## src/design/key_zone_color_average_assert.svh

```systemverilog
// Assertion macros for the key zone color average block.
// No dependencies; included by the top level.
`ifndef KEY_ZONE_COLOR_AVERAGE_ASSERT_SVH
`define KEY_ZONE_COLOR_AVERAGE_ASSERT_SVH
`ifndef ASSERT_OFF
`define KZCA_ASSERT_SAME(label, clk, rst, a, b) \
   label: assert property (@(posedge clk) disable iff (rst) (a) |-> (b)) \
      else $error("assertion failed");
`define KZCA_ASSERT_NEXT(label, clk, rst, a, b) \
   label: assert property (@(posedge clk) disable iff (rst) (a) |=> (b)) \
      else $error("assertion failed");
`else
`define KZCA_ASSERT_SAME(label, clk, rst, a, b)
`define KZCA_ASSERT_NEXT(label, clk, rst, a, b)
`endif
`endif

```

## src/design/kzca_pkg.sv

```systemverilog
// Shared types and constants for the key zone color average block.
// No dependencies.
package kzca_pkg;
   localparam int KEY_COUNT    = 128;
   localparam int FRAME_WIDTH  = 1024;
   localparam int FRAME_HEIGHT = 1024;
   localparam int KEY_W        = 7;
   localparam int COORD_W      = 10;
   localparam int HALF_W       = 7;
   localparam int SUM_W        = 24;
   localparam int CNT_W        = 16;
   localparam int COLOR_W      = 24;
   localparam int QUOT_W       = 8;
   localparam int CELL_IDX_W   = (KEY_COUNT > 1) ? $clog2(KEY_COUNT) : 1;
   localparam logic [COLOR_W-1:0] COLOR_RESET = 24'h0000FF;
   localparam logic [CNT_W-1:0]   COUNT_MAX   = 16'hFFFF;

   localparam logic [1:0] ACT_LOAD    = 2'd0;
   localparam logic [1:0] ACT_PIXEL   = 2'd1;
   localparam logic [1:0] ACT_COMPUTE = 2'd2;

   localparam logic CSR_HALF_WIDTH  = 1'b0;
   localparam logic CSR_HALF_HEIGHT = 1'b1;

   typedef enum logic [2:0] {
      CMD_NONE, CMD_LOAD, CMD_PIXEL, CMD_CLEAR, CMD_STORE
   } cmd_op_type;

   typedef enum logic [1:0] {ST_IDLE, ST_DIVIDE, ST_FINISH} state_type;

   // command broadcast to every cell
   typedef struct packed {
      cmd_op_type         op;
      logic [KEY_W-1:0]   key;
      logic [COORD_W-1:0] col;
      logic [COORD_W-1:0] row;
      logic [23:0]        rgb;
      logic [HALF_W-1:0]  half_width;
      logic [HALF_W-1:0]  half_height;
   } cell_cmd_type;

   // per-cell accumulator state seen by the controller
   typedef struct packed {
      logic [SUM_W-1:0]   sum_red;
      logic [SUM_W-1:0]   sum_green;
      logic [SUM_W-1:0]   sum_blue;
      logic [CNT_W-1:0]   count;
      logic [COLOR_W-1:0] color;
      logic               dirty;
   } cell_stat_type;
endpackage

```

## src/design/kzca_divider.sv

```systemverilog
// Bit-serial divider for the three channel sums by the pixel count, one
// quotient bit per cycle. Depends on kzca_pkg.
module kzca_divider (
   input  logic                       clock,
   input  logic                       reset,
   input  logic                       start,
   input  logic [kzca_pkg::SUM_W-1:0] num_red,
   input  logic [kzca_pkg::SUM_W-1:0] num_green,
   input  logic [kzca_pkg::SUM_W-1:0] num_blue,
   input  logic [kzca_pkg::CNT_W-1:0] divisor,
   output logic                       done,
   output logic [kzca_pkg::COLOR_W-1:0] quotient
);
   import kzca_pkg::*;

   logic [SUM_W-1:0]  rem_ff [3];
   logic [QUOT_W-1:0] q_ff [3];
   logic [SUM_W-1:0]  rem_in [3];
   logic [QUOT_W-1:0] q_in [3];
   logic [CNT_W-1:0]  div_ff;
   logic [2:0]        bit_ff;
   logic              busy_ff;
   logic [SUM_W-1:0]  shifted;

   // quotient fits in 8 bits since each sum is at most 255 times the count
   assign shifted = {8'b0, div_ff} << bit_ff;

   always_comb begin
      for (int c = 0; c < 3; c++) begin
         rem_in[c] = rem_ff[c];
         q_in[c]   = q_ff[c];
         if (rem_ff[c] >= shifted) begin
            rem_in[c]         = rem_ff[c] - shifted;
            q_in[c][bit_ff]   = 1'b1;
         end
      end
   end

   always_ff @(posedge clock) begin
      if (reset) begin
         busy_ff <= 1'b0;
         bit_ff  <= '0;
      end else if (start) begin
         busy_ff <= 1'b1;
         bit_ff  <= 3'd7;
      end else if (busy_ff) begin
         bit_ff <= bit_ff - 3'd1;
         if (bit_ff == 3'd0) busy_ff <= 1'b0;
      end
   end

   always_ff @(posedge clock) begin
      if (start) begin
         rem_ff[0] <= num_red;
         rem_ff[1] <= num_green;
         rem_ff[2] <= num_blue;
         q_ff[0]   <= '0;
         q_ff[1]   <= '0;
         q_ff[2]   <= '0;
         div_ff    <= divisor;
      end else if (busy_ff) begin
         for (int c = 0; c < 3; c++) begin
            rem_ff[c] <= rem_in[c];
            q_ff[c]   <= q_in[c];
         end
      end
   end

   assign done     = busy_ff && (bit_ff == 3'd0);
   assign quotient = {q_ff[0], q_ff[1], q_ff[2]};
endmodule
```

## config.mk

```make
export PLATFORM = sky130hd
export DESIGN_NAME = kzca_divider
export DESIGN_NICKNAME = d
export VERILOG_FILES = /design/src/design/key_zone_color_average_assert.svh /design/src/design/kzca_pkg.sv /design/src/design/kzca_divider.sv
export SDC_FILE = /design/constraint.sdc
export NUM_CORES = 1
export LEC_CHECK = 0
export BUFFER_PORTS_ARGS = -buffer_cell sky130_fd_sc_hd__buf_2
export CORE_MARGIN = 2
export CORE_UTILIZATION = 45
export DETAILED_ROUTE_END_ITERATION = 16
export PLACE_DENSITY = 0.73
export SLEW_MARGIN = 40
export SYNTH_ARGS = -nofsm -noshare
export SYNTH_HDL_FRONTEND = slang
export SYNTH_SLANG_ARGS = --single-unit
```

## constraint.sdc

```tcl
create_clock -name clock -period 4.8 [get_ports clock]
set_input_delay 0.72 -clock clock [delete_from_list [all_inputs] [get_ports clock]]
set_output_delay 0.72 -clock clock [all_outputs]
set_load 0.05 [all_outputs]
```

; ---- After elaboration in Yosys (flattened, before gate mapping)
; Memories as Yosys holds them, arrays and structs flattened.
; Cells that the tools add are included.
[word_totals]
reg_bits = 20
ramBits = 96
inputBits = 91
out_inout_bits = 25
elab_cells = 52
memories = 2
[classes]
n_addsub = 4
magnitude_cmp = 5
shifts = 1
n_mux = 24
bitwise_logic = 9
n_reduce_logical = 4
[memory_table]
columns = name, depth, width, read_ports, rd_clocked_by_memory_dff, write_ports, line
row1 = rem_ff, 3, 24, 3, 0, 3, kzca_divider.sv:16  ; logic [SUM_W-1:0] rem_ff [3];
row2 = q_ff, 3, 8, 3, 0, 3, kzca_divider.sv:17  ; logic [QUOT_W-1:0] q_ff [3];
[ops]
columns = operator, n
row1 = $mux W24, 6
row2 = $ge A24 B24 Y1, 3
row3 = $sub A24 B24 Y24, 3
row4 = $mux W8, 6
row5 = $or A8 B8 Y8, 3
row6 = $shl A16 B3 Y24, 1
row7 = $mux W1, 9
row8 = $mux W3, 2
row9 = $or A1 B1 Y1, 6
row10 = $lt A3 B4 Y1 const B, 1
row11 = $demux W1 S3, 1
row12 = $ge A3 B1 Y1 const B, 1
row13 = $logic_not A3 Y1, 1
row14 = $sub A3 B1 Y3 const B, 1
row15 = $logic_and A1 B1 Y1, 2
row16 = $reduce_bool A2 Y1, 1

; ---- Depth between registers and ports, before layout
[logic_depth]
depth_word = 7
mapped_depth = 14
ltp_nobuf = 13

; ---- Worst setup path before layout
; No wires, ideal clock.
[synth_timing]
path_type = flip-flop to flip-flop
startpoint = reg, netlist name bit_ff[0]
endpoint = mem q_ff[2][0], in the netlist q_ff[0][16], enable pin
setup_ps = 559
arrival_time_ps = 3809
required_ps = 4241
setup_slack_ps = 432
stages_incl_launch_ff = 15
n_path_buf = 2
synth_period_minus_slack_ps = 4368
cell_sequence = dfxtp_1 buf_1 clkbuf_1 nor3_1 and2_1 ha_1 inv_1 fa_1 a211oi_1 o21bai_1 a21oi_1 o21bai_1 o21a_1 o2111ai_1 nand3b_1
[synth_lines]
columns = element, line
row1 = to (decl), kzca_divider.sv:17

==> qor.csv <==
metric;value;unit
track_usage;0.243;
antenna_left;0;
io_buffers;115;
rsz0062_at_grt;no;
clk_pin_slew;60;ps
cts_inserted_buffers;17;
clock_skew;14.3;ps
layout-area-overhead-vs-synth;17.5;%
drv_cap;0;
syn-num-nets;1167;
clock-sinks;116;
synth-edff-count;112;
cpPeakStageDelay;440;ps
cpMaxStageDelayCell;fa_1;
critPathLaunch;bit_ff[0];
worstHoldStart;divisor[8];
antenna_found_initial;0;
powerDensity;446;nW/um^2
vias;8223;
async_reset_ff_frac;0;
fin_util;0.534;
finalCritPeriodShare;0.840;
first_pass_iters;5;
grt_pass1_vias;7680;
required;4960;ps
endpoint_kind;flip-flop;
cp_max_fo;25;
yosys_warnings;0;
synth_area_leaders;edfxtp_1, ha_1, nand2_1;
fin_nets;1283;
setup_viol;0;
clk_latency;440;ps
htreeDepth;4;
dp.cells;1365;
drt_iter0_markers;816;
cts_setup_buffers;0;
worstPathArrival;4190;ps
row_count;52;
cts_root_buf;clkbuf_16;
wirelength;26.1;mm
hold_class;in2reg;
tightest_slew;647;ps
cp-start-kind;flip-flop;
layoutNonFillerInstCount;1398;
drive_above_1_share;0.186;
cp_cell_sequence;buf_4 -> nor3_1 -> and2_1 -> ha_1 -> inv_1 -> fa_1 -> a211oi_1 -> o21bai_1 -> a21oi_1 -> o21bai_1 -> o21a_1 -> o2111ai_1 -> nand3b_1 -> buf_4;
timing.fmax;0.248;GHz
synthDominantCellAreaShare;0.369;
total_power;4.77;mW
outcome;completed;
max_slew_margin;0.567;
clockBufferDepth;2;
avgSynthCellArea;9.12;sq um
place_congestion;0.958;
grt_max_degree;83;
die_area;21400;sq um
hold_buffers;0;
ys_top_cells_by_count;nand2_1, edfxtp_1, nor2_1, o21ai_0, a21oi_1;
final_cell_area;10700;sq um
fin_crit;4030;ps
vdd_ir_drop_max;276;uV
ys_ff_latch;116;
vias_per_cell;5.88;
initial_core_util;0.455;
synth_top_area_cell;edfxtp_1;
hold_viol;0;
synth.most_common_cell;nand2_1;
worstSetupPathType;reg2reg;
whs;454;ps
r2r-start;bit_ff[0];
diodes;0;
die_w;146;um
placed_area;10100;sq um
chipHeight;146;um
yosysSeqAreaShare;0.378;
p_leak;4.55;nW
boundaryPins;116;
final_max_slew_viol_count;0;
detail_route.wl_per_cell;18.7;um
dp_slack;823;ps
ys_types;80;
setup_ws;769;ps
grt_pass1_wl;40.6;mm
synth_cells;999;
cts_resized;0;
coreArea;20000;sq um
drc;0;
netlist_area;9110;sq um
cts_tree;done;
synth_flop_cell;edfxtp_1;
dp_hpwl;19.5;mm
setup_tns;0;ps
gr-total-overflow;0;
==> where the power goes <==
group	internal [mW]	total (mW)	switching [mW]
clock	0.817	1.34	0.519
combinational	0.811	2.09	1.28
sequential	1.27	1.35	0.0710
==> worst max-delay path, delay by kind of cell (launching register included) <==
kind	cells	cell delay (ps)
AOI/OAI and AO/OA	6	1260
and+or+nand+nor	3	800
adders and majority gates	2	650
buffers and inverters	3	610
DFF	1	410
==> sequential cells by signal, summed over array words and instances, names as in the netlist <==
register  cells
rem_ff       72
q_ff         24
div_ff       16
bit_ff        3
busy_ff       1
==> cells in the final DEF, fill, tap and decap left out, types with 10 or more instances in the layout <==
master,instances
nor2_1,94
nand3_1,26
and3_1,13
nor3_1,23
mux2i_1,21
inv_1,22
nor2b_1,11
edfxtp_1,112
ha_1,74
buf_2,115
nand2_1,118
o31ai_1,14
nand2b_1,12
a211oi_1,10
a21o_1,32
o21a_1,17
nand4_1,10
a21oi_1,77
clkbuf_16,17
xnor2_1,22
xor2_1,22
buf_4,28
o21ai_0,85
==> final cells by class <==
class | instances | area [sq um]
multi-input cells | 812 | 5400
well taps | 270 | 338
flip-flops and latches | 116 | 3440
inverters | 23 | 86.3
repair buffers | 145 | 826
fillers | 1893 | 9340
clock inverters | 15 | 180
clock buffers | 17 | 425
==> layer usage <==
| metal | vias to the layer above | track usage | share of wire |
|---|---|---|---|
| li1 | 3969 | - | - |
| met1 | 3886 | 0.332 | 0.44 |
| met2 | 312 | 0.387 | 0.46 |
| met3 | 56 | 0.0434 | 0.073 |
| met4 | 0 | 0.0956 | 0.029 |
| met5 | - | 0 | 0 |
==> cells by family (layout without fill, tap and decap cells) <==
logic type      Yosys count  in the layout  synth area share
buf+inv                  71            200            0.0297
xor+xnor                 44             44            0.0423
compound gates          311            311             0.221
fa+ha+maj                77             77             0.108
flops                   116            116             0.378
simple gates            351            351             0.181
mux                      29             29            0.0391
==> final timing paths <==
check                                      to  slack, ps  cells after the start
worst max register to register  rem_ff[0][59]        770                     14
worst min-delay path                div_ff[8]        450                      1
worst max-delay path            rem_ff[0][59]        770                     14
worst min register to register    q_ff[0][18]        570                      2
No activity file was read; power rests on OpenSTA's default activity.
