**config.mk**
```make
export PLATFORM = sky130hd
export DESIGN_NAME = kzca_cell
export DESIGN_NICKNAME = d
export VERILOG_FILES = /design/src/design/key_zone_color_average_assert.svh /design/src/design/kzca_pkg.sv /design/src/design/kzca_cell.sv
export SDC_FILE = /design/constraint.sdc
export NUM_CORES = 1
export LEC_CHECK = 0
export BUFFER_PORTS_ARGS = -buffer_cell sky130_fd_sc_hd__buf_2
export CAP_MARGIN = 40
export CORE_UTILIZATION = 30
export CTS_BUF_LIST = sky130_fd_sc_hd__clkbuf_4 sky130_fd_sc_hd__clkbuf_8
export DETAILED_ROUTE_END_ITERATION = 8
export PLACE_DENSITY_LB_ADDON = 0.1
export RECOVER_POWER = 25
export SLEW_MARGIN = 20
export SYNTH_ARGS = -nofsm -noshare
export SYNTH_HDL_FRONTEND = slang
export SYNTH_SLANG_ARGS = --single-unit
```
**constraint.sdc**
```tcl
create_clock -name clock -period 13.05 [get_ports clock]
set_input_delay 0.6525 -clock clock [delete_from_list [all_inputs] [get_ports clock]]
set_output_delay 0.6525 -clock clock [all_outputs]
set_load 0.01 [all_outputs]
```
**src/design/key_zone_color_average_assert.svh**
```systemverilog
// Assertion macros for the key zone color average block.
// No dependencies; included by the top level.
`ifndef KEY_ZONE_COLOR_AVERAGE_ASSERT_SVH
`define KEY_ZONE_COLOR_AVERAGE_ASSERT_SVH
`ifndef ASSERT_OFF
`define KZCA_ASSERT_SAME(label, clk, rst, a, b) \
   label: assert property (@(posedge clk) disable iff (rst) (a) |-> (b)) \
      else $error("assertion failed");
`define KZCA_ASSERT_NEXT(label, clk, rst, a, b) \
   label: assert property (@(posedge clk) disable iff (rst) (a) |=> (b)) \
      else $error("assertion failed");
`else
`define KZCA_ASSERT_SAME(label, clk, rst, a, b)
`define KZCA_ASSERT_NEXT(label, clk, rst, a, b)
`endif
`endif

```
**src/design/kzca_pkg.sv**
```systemverilog
// Shared types and constants for the key zone color average block.
// No dependencies.
package kzca_pkg;
   localparam int KEY_COUNT    = 128;
   localparam int FRAME_WIDTH  = 1024;
   localparam int FRAME_HEIGHT = 1024;
   localparam int KEY_W        = 7;
   localparam int COORD_W      = 10;
   localparam int HALF_W       = 7;
   localparam int SUM_W        = 24;
   localparam int CNT_W        = 16;
   localparam int COLOR_W      = 24;
   localparam int QUOT_W       = 8;
   localparam int CELL_IDX_W   = (KEY_COUNT > 1) ? $clog2(KEY_COUNT) : 1;
   localparam logic [COLOR_W-1:0] COLOR_RESET = 24'h0000FF;
   localparam logic [CNT_W-1:0]   COUNT_MAX   = 16'hFFFF;

   localparam logic [1:0] ACT_LOAD    = 2'd0;
   localparam logic [1:0] ACT_PIXEL   = 2'd1;
   localparam logic [1:0] ACT_COMPUTE = 2'd2;

   localparam logic CSR_HALF_WIDTH  = 1'b0;
   localparam logic CSR_HALF_HEIGHT = 1'b1;

   typedef enum logic [2:0] {
      CMD_NONE, CMD_LOAD, CMD_PIXEL, CMD_CLEAR, CMD_STORE
   } cmd_op_type;

   typedef enum logic [1:0] {ST_IDLE, ST_DIVIDE, ST_FINISH} state_type;

   // command broadcast to every cell
   typedef struct packed {
      cmd_op_type         op;
      logic [KEY_W-1:0]   key;
      logic [COORD_W-1:0] col;
      logic [COORD_W-1:0] row;
      logic [23:0]        rgb;
      logic [HALF_W-1:0]  half_width;
      logic [HALF_W-1:0]  half_height;
   } cell_cmd_type;

   // per-cell accumulator state seen by the controller
   typedef struct packed {
      logic [SUM_W-1:0]   sum_red;
      logic [SUM_W-1:0]   sum_green;
      logic [SUM_W-1:0]   sum_blue;
      logic [CNT_W-1:0]   count;
      logic [COLOR_W-1:0] color;
      logic               dirty;
   } cell_stat_type;
endpackage

```
**src/design/kzca_cell.sv**
```systemverilog
// One key cell: centre, color sums, pixel count, stored color and dirty flag.
// Depends on kzca_pkg.
module kzca_cell (
   input  logic                    clock,
   input  logic                    reset,
   input  logic [kzca_pkg::KEY_W-1:0] cell_id,
   input  kzca_pkg::cell_cmd_type  cmd,
   output kzca_pkg::cell_stat_type stat
);
   import kzca_pkg::*;

   logic [COORD_W-1:0] col_ff, row_ff;
   logic [SUM_W-1:0]   red_ff, green_ff, blue_ff;
   logic [CNT_W-1:0]   cnt_ff;
   logic [COLOR_W-1:0] color_ff;
   logic               dirty_ff;
   logic               sel, hit;
   logic [COORD_W-1:0] dcol, drow;

   assign sel  = (cmd.key == cell_id);
   assign dcol = (cmd.col > col_ff) ? (cmd.col - col_ff) : (col_ff - cmd.col);
   assign drow = (cmd.row > row_ff) ? (cmd.row - row_ff) : (row_ff - cmd.row);
   assign hit  = (dcol < {3'b0, cmd.half_width}) && (drow < {3'b0, cmd.half_height})
                 && (cnt_ff < COUNT_MAX);

   // centre, no reset
   always_ff @(posedge clock) begin
      if (cmd.op == CMD_LOAD && sel) begin
         col_ff <= cmd.col;
         row_ff <= cmd.row;
      end
   end

   // accumulators and stored color
   always_ff @(posedge clock) begin
      if (reset) begin
         red_ff   <= '0;
         green_ff <= '0;
         blue_ff  <= '0;
         cnt_ff   <= '0;
         color_ff <= COLOR_RESET;
         dirty_ff <= 1'b0;
      end else begin
         case (cmd.op)
            CMD_LOAD, CMD_CLEAR: begin
               if (sel) begin
                  red_ff   <= '0;
                  green_ff <= '0;
                  blue_ff  <= '0;
                  cnt_ff   <= '0;
               end
            end
            CMD_PIXEL: begin
               if (hit) begin
                  red_ff   <= red_ff + {16'b0, cmd.rgb[23:16]};
                  green_ff <= green_ff + {16'b0, cmd.rgb[15:8]};
                  blue_ff  <= blue_ff + {16'b0, cmd.rgb[7:0]};
                  cnt_ff   <= cnt_ff + 16'd1;
               end
            end
            CMD_STORE: begin
               if (sel) begin
                  color_ff <= cmd.rgb;
                  dirty_ff <= 1'b1;
               end
            end
            default: ;
         endcase
      end
   end

   assign stat = '{sum_red: red_ff, sum_green: green_ff, sum_blue: blue_ff,
                   count: cnt_ff, color: color_ff, dirty: dirty_ff};
endmodule

```
; After elaboration in Yosys (flattened, before gate mapping)
; Index checks and enable logic that the tools add are counted.
[totals]
reg_bits = 133
elab_cells = 47
out_inout_bits = 113
in_bits = 77
[op_classes]
n_addsub = 8
eq_ne = 7
n_lt_le_gt_ge = 5
mux = 12
n_reduce_logical = 7
[ops]
columns = op, count
row1 = 24-bit case mux with 2 select lines, 3
row2 = 24-bit 2-to-1 mux, 4
row3 = 24-bit by 8-bit adder with 24-bit output, 3
row4 = 10-bit subtractor, 4
row5 = 16-bit 2-to-1 mux, 2
row6 = 16-bit case mux with 2 select lines, 1
row7 = 10-bit greater-than comparator, 2
row8 = 10-bit by 7-bit less-than comparator with 1-bit output, 2
row9 = 10-bit 2-to-1 mux, 2
row10 = "16-bit by 1-bit adder with 16-bit output, second input constant", 1
row11 = "16-bit less-than comparator, second input constant", 1
row12 = 7-bit == test, 1
row13 = "3-bit by 2-bit == test with 1-bit output, second input constant", 2
row14 = "2-bit inequality test, second input constant", 2
row15 = "3-bit by 1-bit == test with 1-bit output, second input constant", 1
row16 = "3-bit == test, second input constant", 1
row17 = 1-bit logical AND, 3
row18 = 3-bit AND reduction, 1
row19 = 2-bit AND reduction, 1
row20 = 2-bit nonzero test, 1
row21 = 2-bit OR reduction, 1

; Longest topological paths before layout
; Gate-level depths: netlist of the first run.
[logic_depth]
ltp_word = 7
mapped_depth = 27
mapped_depth_nobuf = 23

; Worst setup path after synthesis of the first run
; OpenSTA, ideal clock, no wires.
[synth_path]
kind = input -> register
startpoint = input port cmd[45] (netlist name)
endpoint = register red_ff[15]
arrival_time_ns = 5.212
path_buffers = 4
cell_stages = 23
slack_ns = 7.767
path_cell_list = inv_1 -> ha_1 -> buf_2 -> nand3_1 -> or4_1 -> o211ai_1 -> clkbuf_1 -> a21oi_1 -> a221o_1 -> a31oi_1 -> xnor2_1 -> ha_1 -> a211oi_1 -> nand4_1 -> a31oi_1 -> o21ai_0 -> a311oi_1 -> o21a_2 -> nand2_2 -> buf_6 -> buf_6 -> or4_1 -> a21oi_1
[synth_between]
elab_chain_len = 7
elab_cells_between_ends = 9
[synth_rtl]
columns = item, line
row1 = "start, declared", kzca_cell.sv:7  ; input kzca_pkg::cell_cmd_type cmd,
row2 = 10-bit subtractor or 10-bit greater-than comparator (tied branches), kzca_cell.sv:22  ; assign drow = (cmd.row > row_ff) ? (cmd.row - row_ff) : (row_ff - cmd.row);
row3 = 10-bit 2-to-1 mux *, kzca_cell.sv:22
row4 = 10-bit by 7-bit less-than comparator with 1-bit output *, kzca_cell.sv:23  ; assign hit = (dcol < {3'b0, cmd.half_width}) && (drow < {3'b0, cmd.half_height})
row5 = 1-bit logical AND *, kzca_cell.sv:23
row6 = 1-bit logical AND *, kzca_cell.sv:24  ; && (cnt_ff < COUNT_MAX);
row7 = 2-bit inequality test (no line) *, n/a
row8 = 3-bit AND reduction (no line) *, n/a
row9 = "end signal, assigned", kzca_cell.sv:55  ; red_ff <= red_ff + {16'b0, cmd.rgb[23:16]};
row10 = "end, declared", kzca_cell.sv:13  ; logic [SUM_W-1:0] red_ff, green_ff, blue_ff;
; Every way passes the cells marked *; elsewhere a longest branch is shown, timed or not.
; A chain may end at the register's enable or synchronous reset.

; Worst setup path in the final report of the first run
[layout_path]
startpoint = register col_ff[7]
endpoint = register blue_ff[14]
[layout_between]
elab_chain_len = 7
elab_cells_between_ends = 9
[layout_rtl]
columns = item, line
row1 = "start, declared", kzca_cell.sv:12  ; logic [COORD_W-1:0] col_ff, row_ff;
row2 = "start signal, assigned", kzca_cell.sv:29  ; col_ff <= cmd.col;
row3 = 10-bit subtractor or 10-bit greater-than comparator (tied branches), kzca_cell.sv:21  ; assign dcol = (cmd.col > col_ff) ? (cmd.col - col_ff) : (col_ff - cmd.col);
row4 = 10-bit 2-to-1 mux *, kzca_cell.sv:21
row5 = 10-bit by 7-bit less-than comparator with 1-bit output *, kzca_cell.sv:23
row6 = 1-bit logical AND *, kzca_cell.sv:23
row7 = 1-bit logical AND *, kzca_cell.sv:24
row8 = 2-bit inequality test (no line) *, n/a
row9 = 3-bit AND reduction (no line) *, n/a
row10 = "end signal, assigned", kzca_cell.sv:57  ; blue_ff <= blue_ff + {16'b0, cmd.rgb[7:0]};
row11 = "end, declared", kzca_cell.sv:13
; Marks and branches as above.

==> flow_summary.ini, run 1 <==
[timing]
min_period_ps = 5970
finalCritPeriodShare_pct = 45.7
slew_violations = 0
tightest_slew_ps = 854
hold_viol_final = 0
finalSetupViolCount = 0
max-slew-margin-rel_pct = 42.4
fmax_mhz = 168
skew_ps = 23.8
rsz0062_at_grt = no
final.setup.tns_ps = 0

[synth]
ys_top_cells_by_area = dfxtp_1 26%, ha_1 11%, edfxtp_1 6.8%, a21oi_1 6.2%, mux2i_1 3.9%
ys_warn_count = 0
synth-seq-area-share_pct = 32.5
synthCells = 1052
yosysTopAreaCell = dfxtp_1
synth_ff_type = dfxtp_1
synthArstFlopShare_pct = 0
yosysTopAreaCellShare_pct = 25.6
ys_ff_latch = 133
syn_area_um2 = 8820
synth_edf_count = 20
ys_types = 69
syn_area_per_cell_um2 = 8.38
syn-num-nets = 1211

[global_route]
grt_max_degree = 61
grt_overflow = 0
track_usage_pct = 18.2
grt_pass1_wl_mm = 43.7
antenna_found_initial = 0
grt_pass1_vias = 8057

[clocking]
htree_num_levels = 4
cts_tree = built
clk_latency_ps = 470
cts_buffer_depth = 2
clk_pin_slew_worst_paths_ps = 90
cts_root_buf = clkbuf_8
clock_sinks = 133
cts_made_buffers = 17
cts_hold_buf = 0
cts_resized = 0
post_cts_buffers = 0

[cells_and_area]
fin_area_um2 = 10500
area_growth_pct = 18.6
finalNonFillerCells = 1621
fin_nets = 1383
drive_gt1_share_pct = 15.8
antennaDiodeCount = 0

[drt]
antenna_left = 0
wl_per_cell_um = 16.6
routed_wl_mm = 26.9
drt_iter0_drc = 433
first_pass_iters = 7
viasPerCell = 5.07
drc_errors = 0
via_count = 8213

[floorplanning]
placementRows = 62
io_pins = 190
start_util_pct = 30.6
core_area_um2 = 28800
dieArea_um2 = 30100
die_y_um = 173
die_width_um = 173

[run_status]
status = complete, no violations

[pwr]
power_density_nw_per_um2 = 84.8
irDropWorstVdd_v = 0.0000522
power.leakage_nw = 4.49

[critical_path]
path_max_fanout = 26
worstPathRequired_ps = 13440
worstPathCellList = ha_1, a21oi_1, o21ai_0, a21oi_1, a41oi_1, buf_2, mux2i_1, o21ai_0, a221o_1, a31oi_1, xnor2_1, ha_1, a211oi_1, nand4_1, a31oi_1, o21ai_0, a311oi_1, o21a_2, nand2_2, buf_16, or4_1, a21oi_1
worstSetupPathType = reg2reg
startpoint = col_ff[7]
cp-end-kind = flop
path_buf_inv = 2
r2r-start = col_ff[7]
slowest_stage = ha_1
cp-start-kind = flop
crit_family = compound AO/OA/AOI/OAI gates
reg2reg_slack_ps = 7080
critPathArrivalTime_ps = 6360
cpPeakStageDelay_ps = 520

[run]
drv_cap = 0

[placement]
gp_congestion = 0.801
hpwlAfterDp_mm = 19.5
portBuffers = 189
placed_cell_area_um2 = 10100
dpl.cell_count = 1588

[min_path]
hold_class = in2reg
worstHoldStart = cmd[57]
logic make-up after synthesis:
| logic type | after synthesis | synth area share (%) |
|---|---|---|
| adder cells (fa/ha/maj) | 82 | 12.2 |
| XOR/XNOR | 48 | 4.77 |
| flip-flops | 133 | 32.5 |
| AND/OR/NAND/NOR | 341 | 20.0 |
| multiplexers | 38 | 4.37 |
| AO/OA/AOI/OAI | 288 | 20.2 |
| buffers and inverters | 122 | 5.93 |
registers in the layout (all words and copies together) (netlist names):
name and flops:
blue_ff 24, cnt_ff 16, col_ff 10, dirty_ff 1
color_ff 24, green_ff 24, row_ff 10, red_ff 24
through the flow:
| step | worst slack (ps) | utilization (%) | power [mW] | hold WS [ps] |
|---|---|---|---|---|
| after floorplan | 7770 | - | 0.495 | 426 |
| after global placement | 6580 | 35.0 | 0.532 | 430 |
| after detailed placement | 6540 | 35.2 | 0.532 | 434 |
| after CTS | 6920 | 36.6 | 0.904 | 358 |
| after global routing | 6490 | 36.4 | 0.928 | 397 |
| final | 7080 | 36.4 | 0.887 | 414 |
cell usage in the layout, fill, tap and decap left out, drive strengths merged, types with 11 or more instances in the layout:
| cell type | instances |
|---|---|
| a21o | 14 |
| nand3 | 55 |
| ha | 75 |
| edfxtp | 20 |
| xnor2 | 28 |
| inv | 77 |
| o31ai | 26 |
| nand2 | 87 |
| xor2 | 20 |
| nor2 | 63 |
| mux2i | 34 |
| buf | 139 |
| dfxtp | 113 |
| and2 | 11 |
| a31oi | 17 |
| or3 | 12 |
| nand4 | 11 |
| clkbuf | 85 |
| and3 | 17 |
| or4 | 22 |
| o21ai | 59 |
| a21oi | 110 |
metal layers:
metal | GRT usage, % | vias up | share of wire [%] | wire length [um]
met3 | 3.97 | 15 | 5.2 | 1390
li1 | - | 4158 | - | -
met4 | 4.46 | 0 | 1.1 | 303
met5 | 0 | - | 0 | 0
met2 | 30.5 | 184 | 47 | 12500
met1 | 23.7 | 3856 | 47 | 12700
synthesized netlist by cell type (all sizes together) (22+ instances only):
master  number
clkbuf      25
ha          75
o31ai       26
a21oi      110
mux2i       34
nand3       55
o21ai       59
dfxtp      113
nand2       87
xnor2       28
inv         70
buf         27
nor2        63
or4         22
report_power, final:
group / internal [mW] / switching [mW] / total, mW / leakage, nW
Combinational: 0.0435 / 0.0627 / 0.106 / 3.21
Clock: 0.165 / 0.201 / 0.366 / 0.197
Sequential: 0.415 / 0.000153 / 0.415 / 1.09
Total: 0.624 / 0.264 / 0.887 / 4.49
path summary, 6_finish.rpt:
kind | endpoint | cells past startpoint
max | blue_ff[14] | 22
min | col_ff[9] | 1
max reg2reg | blue_ff[14] | 22
min reg2reg | dirty_ff | 2
cell type report:
type,count,area (um^2)
clock inverters,13,140
fillers,2999,18300
clock buffers,19,255
multi-input cells,797,5460
well taps,384,480
flip-flops and latches,133,2860
inverters,70,263
repair buffers,205,1010
Note: power is estimated with default switching activity, not from simulation.
==> run 2, diff against run 1 <==
==> constraint.sdc (replaced) <==
create_clock -name clock -period 5.42 [get_ports clock]
set_input_delay 0.271 -clock clock [delete_from_list [all_inputs] [get_ports clock]]
set_output_delay 0.271 -clock clock [all_outputs]
set_load 0.01 [all_outputs]
==> run 2 against run 1 <==
Compared with the run above: the run now ends with capacitance limit, slew limit left; first-iteration DRC count down 5.1%; sequential share of layout area decreased by 0.90 points; global-route usage is 0.054 points higher; worst setup slack got worse by 6800 ps; highest routed layer unchanged.
==> flow_summary.ini, run 2 (synthesis gave the netlist of run 1 again) <==
[timing]
fmax_mhz = 195
skew_ps = 18.8
tightest_slew_ps = 1810
hold_viol_final = 0
max-slew-margin-rel_pct = -20.4
slew_violations = 26
finalCritPeriodShare_pct = 94.6
rsz0062_at_grt = no
finalSetupViolCount = 0
final.setup.tns_ps = 0
min_period_ps = 5130
fin_ws_ps = 292

[critical_path]
path_max_fanout = 25
cpPeakStageDelay_ps = 530
worstPathRequired_ps = 5820
r2r_cells = 23
critPathArrivalTime_ps = 5530
cp-start-kind = primary input
worstSetupPathType = in2reg
slowest_stage = dlygate4sd3_1
cp-end-kind = flop

[cells_and_area]
finalNonFillerCells = 1656
n_fill_cell = 3029
final_util_pct = 37.6
multi_input_area_um2 = 5470
area_growth_pct = 22.7
layout_common_cells = 126 x buf_2, 113 x dfxtp_1, 110 x a21oi_1
drive_gt1_share_pct = 17.2
antennaDiodeCount = 0
final_common_cell = buf_2
regArea_um2 = 2860
fin_nets = 1418

[pwr]
irDropWorstVdd_v = 0.000126
p_seq_share_pct = 44.4
switching_share_pct = 27.1
power.leakage_nw = 4.67
pwr-share-clk_pct = 43.5
power.internal_mw = 1.64
power_frac_comb_pct = 12.2
finalPower_mw = 2.25
switchingPower_mw = 0.611
power_density_nw_per_um2 = 208

[drt]
routed_wl_mm = 27.3
drc_errors = 0
antenna_left = 0
drt_iter0_drc = 411
via_count = 8304
wl_per_cell_um = 16.5
first_pass_iters = 4
viasPerCell = 5.01

[run_status]
violations = capacitance limit, slew limit
status = finished, violations left

[global_route]
track_usage_pct = 18.3
grt_max_degree = 61
grt_pass1_wl_mm = 43.8
grt_pass1_vias = 8060
grt_overflow = 0
antenna_found_initial = 0

[floorplanning]
start_util_pct = 30.6
die_y_um = 173
die_width_um = 173
placementRows = 62
dieArea_um2 = 30100
io_pins = 190
core_area_um2 = 28800

[placement]
place_ws_ps = 135
portBuffers = 189
hpwlAfterDp_mm = 20.0
dpl.cell_count = 1605
gp_congestion = 0.831

[clocking]
cts_buffer_depth = 2
clock_sinks = 133
cts_made_buffers = 17
cts_tree = built
clk_pin_slew_worst_paths_ps = 90
htree_num_levels = 4
clk_latency_ps = 470
cts_root_buf = clkbuf_8

[min_path]
holdPathStages = 3
hold_class = in2reg

[run]
drv_cap = 1
## run 2: cell types whose count changed in the layout (fill, tap and decap cells not counted), sizes merged
cell / delta
buf: +21
bufinv: +3
clkbuf: -1
dlygate4sd3: +15
inv: -3
## run 2: area by class of cell
type | count | area share [%]
Timing Repair Buffer | 240 | 12.0
Tap cell | 384 | 4.44
Sequential cell | 133 | 26.5
Clock inverter | 13 | 1.78
Inverter | 70 | 2.43
Multi-Input combinational cell | 797 | 50.5
Clock buffer | 19 | 2.36
## run 2: power groups by stage
stage	clock (mW)	combinational [mW]	sequential, mW
after global placement	0	0.267	1.02
final	0.981	0.274	1.00
after CTS	1.02	0.276	1.00
after floorplan	0	0.169	1.02
after detailed placement	0	0.267	1.02
after global routing	1.06	0.308	1.00
## run 2: path summary, 6_finish.rpt
path / start / slack (ps) / to
setup / recovery: cmd[38] / 290 / red_ff[19]
hold / removal: cmd[18] / 40 / color_ff[4]
setup reg to reg: row_ff[0] / 390 / red_ff[19]
hold reg to reg: dirty_ff / 450 / dirty_ff
## run 2: repair_timing
action                     CTS  global route
hold buffers                13             2
hold endpoints to repair    13             2
setup endpoints to repair    0            50
gates resized for setup      0             5
setup buffers                0             3
## run 2: routing by layer
metal  wire length (um)  up-vias  GRT usage (%)
li1                   -     4224              -
met1              12800     3912           23.5
met2              13000      158           30.9
met3               1280       10           4.36
met4                210        0           3.91
met5                  0        -              0
## run 2: worst max-delay path, delay by kind of cell
family	cells	cell delay (ps)
AOI/OAI and AO/OA	12	2270
buffers and inverters	6	1140
and+or+nand+nor	4	980
adders and majority gates	3	700
xor gates and xnor gates	1	140
## run 2: through the flow
step | hold WS, ps | area, um^2
2_1_floorplan | 370 | 8820
3_3_place_gp | 430 | 10200
3_5_place_dp | 440 | 10300
4_1_cts | 0.923 | 10800
5_1_grt | 27.5 | 10800
6_report | 36.6 | 10800
==> run 3, diff against run 2 <==
--- a/config.mk
+++ b/config.mk
@@ -10,6 +10,7 @@
 export CORE_UTILIZATION = 30
 export CTS_BUF_LIST = sky130_fd_sc_hd__clkbuf_4 sky130_fd_sc_hd__clkbuf_8
 export DETAILED_ROUTE_END_ITERATION = 8
+export MAX_ROUTING_LAYER = met4
 export PLACE_DENSITY_LB_ADDON = 0.1
 export RECOVER_POWER = 25
 export SLEW_MARGIN = 20
==> run 3 against run 2 <==
Compared with the run above: first-iteration DRC count up 0.49%; flip-flop and latch count is the same; power about the same; the flow still finishes with violations (capacitance limit, slew limit); count of clock-buffer cells in the layout did not move; critical path type unchanged; cell area fell by 0.18%; critical endpoint is now red_ff[11].
==> flow_summary.ini, run 3 (synthesis gave the netlist of run 1 again) <==
[critical_path]
path_max_fanout = 25
path_buf_inv = 5
worstSetupPathType = in2reg
worst-path-stages = 24
r2r_cells = 21
cpPeakStageDelay_ps = 520
critPathArrivalTime_ps = 5520
cp-start-kind = primary input
slowest_stage = dlygate4sd3_1
crit_family = compound AO/OA/AOI/OAI gates
worstPathCellList = dlygate4sd3_1, clkbuf_1, inv_1, ha_1, a211oi_2, nor4_1, o211ai_1, buf_4, a211oi_1, a21oi_1, a221o_1, a31oi_1, xnor2_1, ha_1, a211oi_1, nand4_1, a31oi_1, o21ai_0, a311oi_1, o21a_2, nand2_2, buf_6, or4_1, a21oi_1
cp-end-kind = flop
worstPathRequired_ps = 5820

[floorplanning]
die_y_um = 173
start_util_pct = 30.6
io_pins = 190
dieArea_um2 = 30100
core_area_um2 = 28800
die_width_um = 173
placementRows = 62

[placement]
dpl.cell_count = 1605
portBuffers = 189
hpwlAfterDp_mm = 20.0
place_ws_ps = 135
gp_congestion = 0.844

[timing]
timing.hold.ws_ps = 41.6
max-slew-margin-rel_pct = -22.0
min_period_ps = 5120
slew_violations = 26
finalCritPeriodShare_pct = 94.4
fmax_mhz = 195
fin_ws_ps = 305
finalSetupViolCount = 0
tightest_slew_ps = 1830
hold_viol_final = 0
skew_ps = 20.9

[cells_and_area]
finalNonFillerCells = 1654
area_growth_pct = 22.4
drive_gt1_share_pct = 17.2
layout_common_cells = 126 x buf_2, 113 x dfxtp_1, 110 x a21oi_1
final_common_cell = buf_2
antennaDiodeCount = 0
fin_nets = 1416

[run_status]
status = finished, violations left
violations = capacitance limit, slew limit

[global_route]
grt_overflow = 0
track_usage_pct = 18.8
grt_max_degree = 61
grt_pass1_vias = 8078
grt_pass1_wl_mm = 43.8
antenna_found_initial = 0

[drt]
viasPerCell = 5.03
first_pass_iters = 4
routed_wl_mm = 27.3
via_count = 8313
drt_iter0_drc = 413
drc_errors = 0
wl_per_cell_um = 16.5
antenna_left = 0

[clocking]
cts_tree = built
clock_sinks = 133
clk_pin_slew_worst_paths_ps = 100
clk_latency_ps = 470
cts_buffer_depth = 2
cts_root_buf = clkbuf_8
htree_num_levels = 4
cts_made_buffers = 17

[pwr]
finalPower_mw = 2.26
power_density_nw_per_um2 = 209
power.leakage_nw = 4.66
irDropWorstVdd_v = 0.000127

[min_path]
holdPathStages = 3
hold_class = in2reg

[run]
drv_cap = 1
-- run 3: layout make-up --
cell class	instances	area, um^2
Sequential cell	133	2860
Inverter	70	263
Clock buffer	19	255
Timing Repair Buffer	238	1280
Multi-Input combinational cell	797	5470
Tap cell	384	480
Clock inverter	13	193
Fill cell	3026	18000
-- run 3: final timing paths --
check             from     endpoint  slack, ps
min            cmd[18]  color_ff[4]         40
max reg2reg  row_ff[2]   red_ff[11]        400
min reg2reg   dirty_ff     dirty_ff        450
max            cmd[40]   red_ff[11]        300
-- run 3: timing repair --
item	in CTS	in global routing
hold buffers	13	0
endpoints found under the setup margin	0	52
resized for setup	0	5
buffers inserted	0	3
endpoints found under the hold margin	13	0
-- run 3: routing by layer --
metal / share of wire [%] / GRT usage [%] / up-vias / routed length [um]
met2: 47 / 30.9 / 154 / 12900
met4: 0.80 / 3.91 / 0 / 218
met3: 4.5 / 3.93 / 14 / 1230
met5: 0 / - / - / 0
met1: 47 / 23.7 / 3932 / 12900
li1: - / - / 4213 / -
-- run 3: metrics by stage --
stage          util [%]  instance area, um^2  setup TNS [ps]
2_1_floorplan         -                 8820               0
3_3_place_gp       35.6                10200               0
3_5_place_dp       35.6                10300               0
4_1_cts            37.7                10800               0
6_report           37.5                10800               0
5_1_grt            37.5                10800           -4.97
-- run 3: worst reg2reg max path, stage by stage (launching register included) --
cell      delay [ps]
edfxtp_1         410
ha_1             460
a211oi_2         120
nor4_1           230
o211ai_1         130
buf_4            170
a211oi_1         210
a21oi_1           60
a221o_1          330
a31oi_1          210
xnor2_1          140
ha_1             270
a211oi_1         260
nand4_1          120
a31oi_1          150
o21ai_0          110
a311oi_1         270
o21a_2           330
nand2_2          110
buf_6            190
or4_1            510
a21oi_1          160
-- run 3: power breakdown --
part	internal [mW]	leakage, nW	switching (mW)
combinational	0.118	3.35	0.155
sequential	1.00	1.09	0.000381
clock	0.525	0.221	0.458
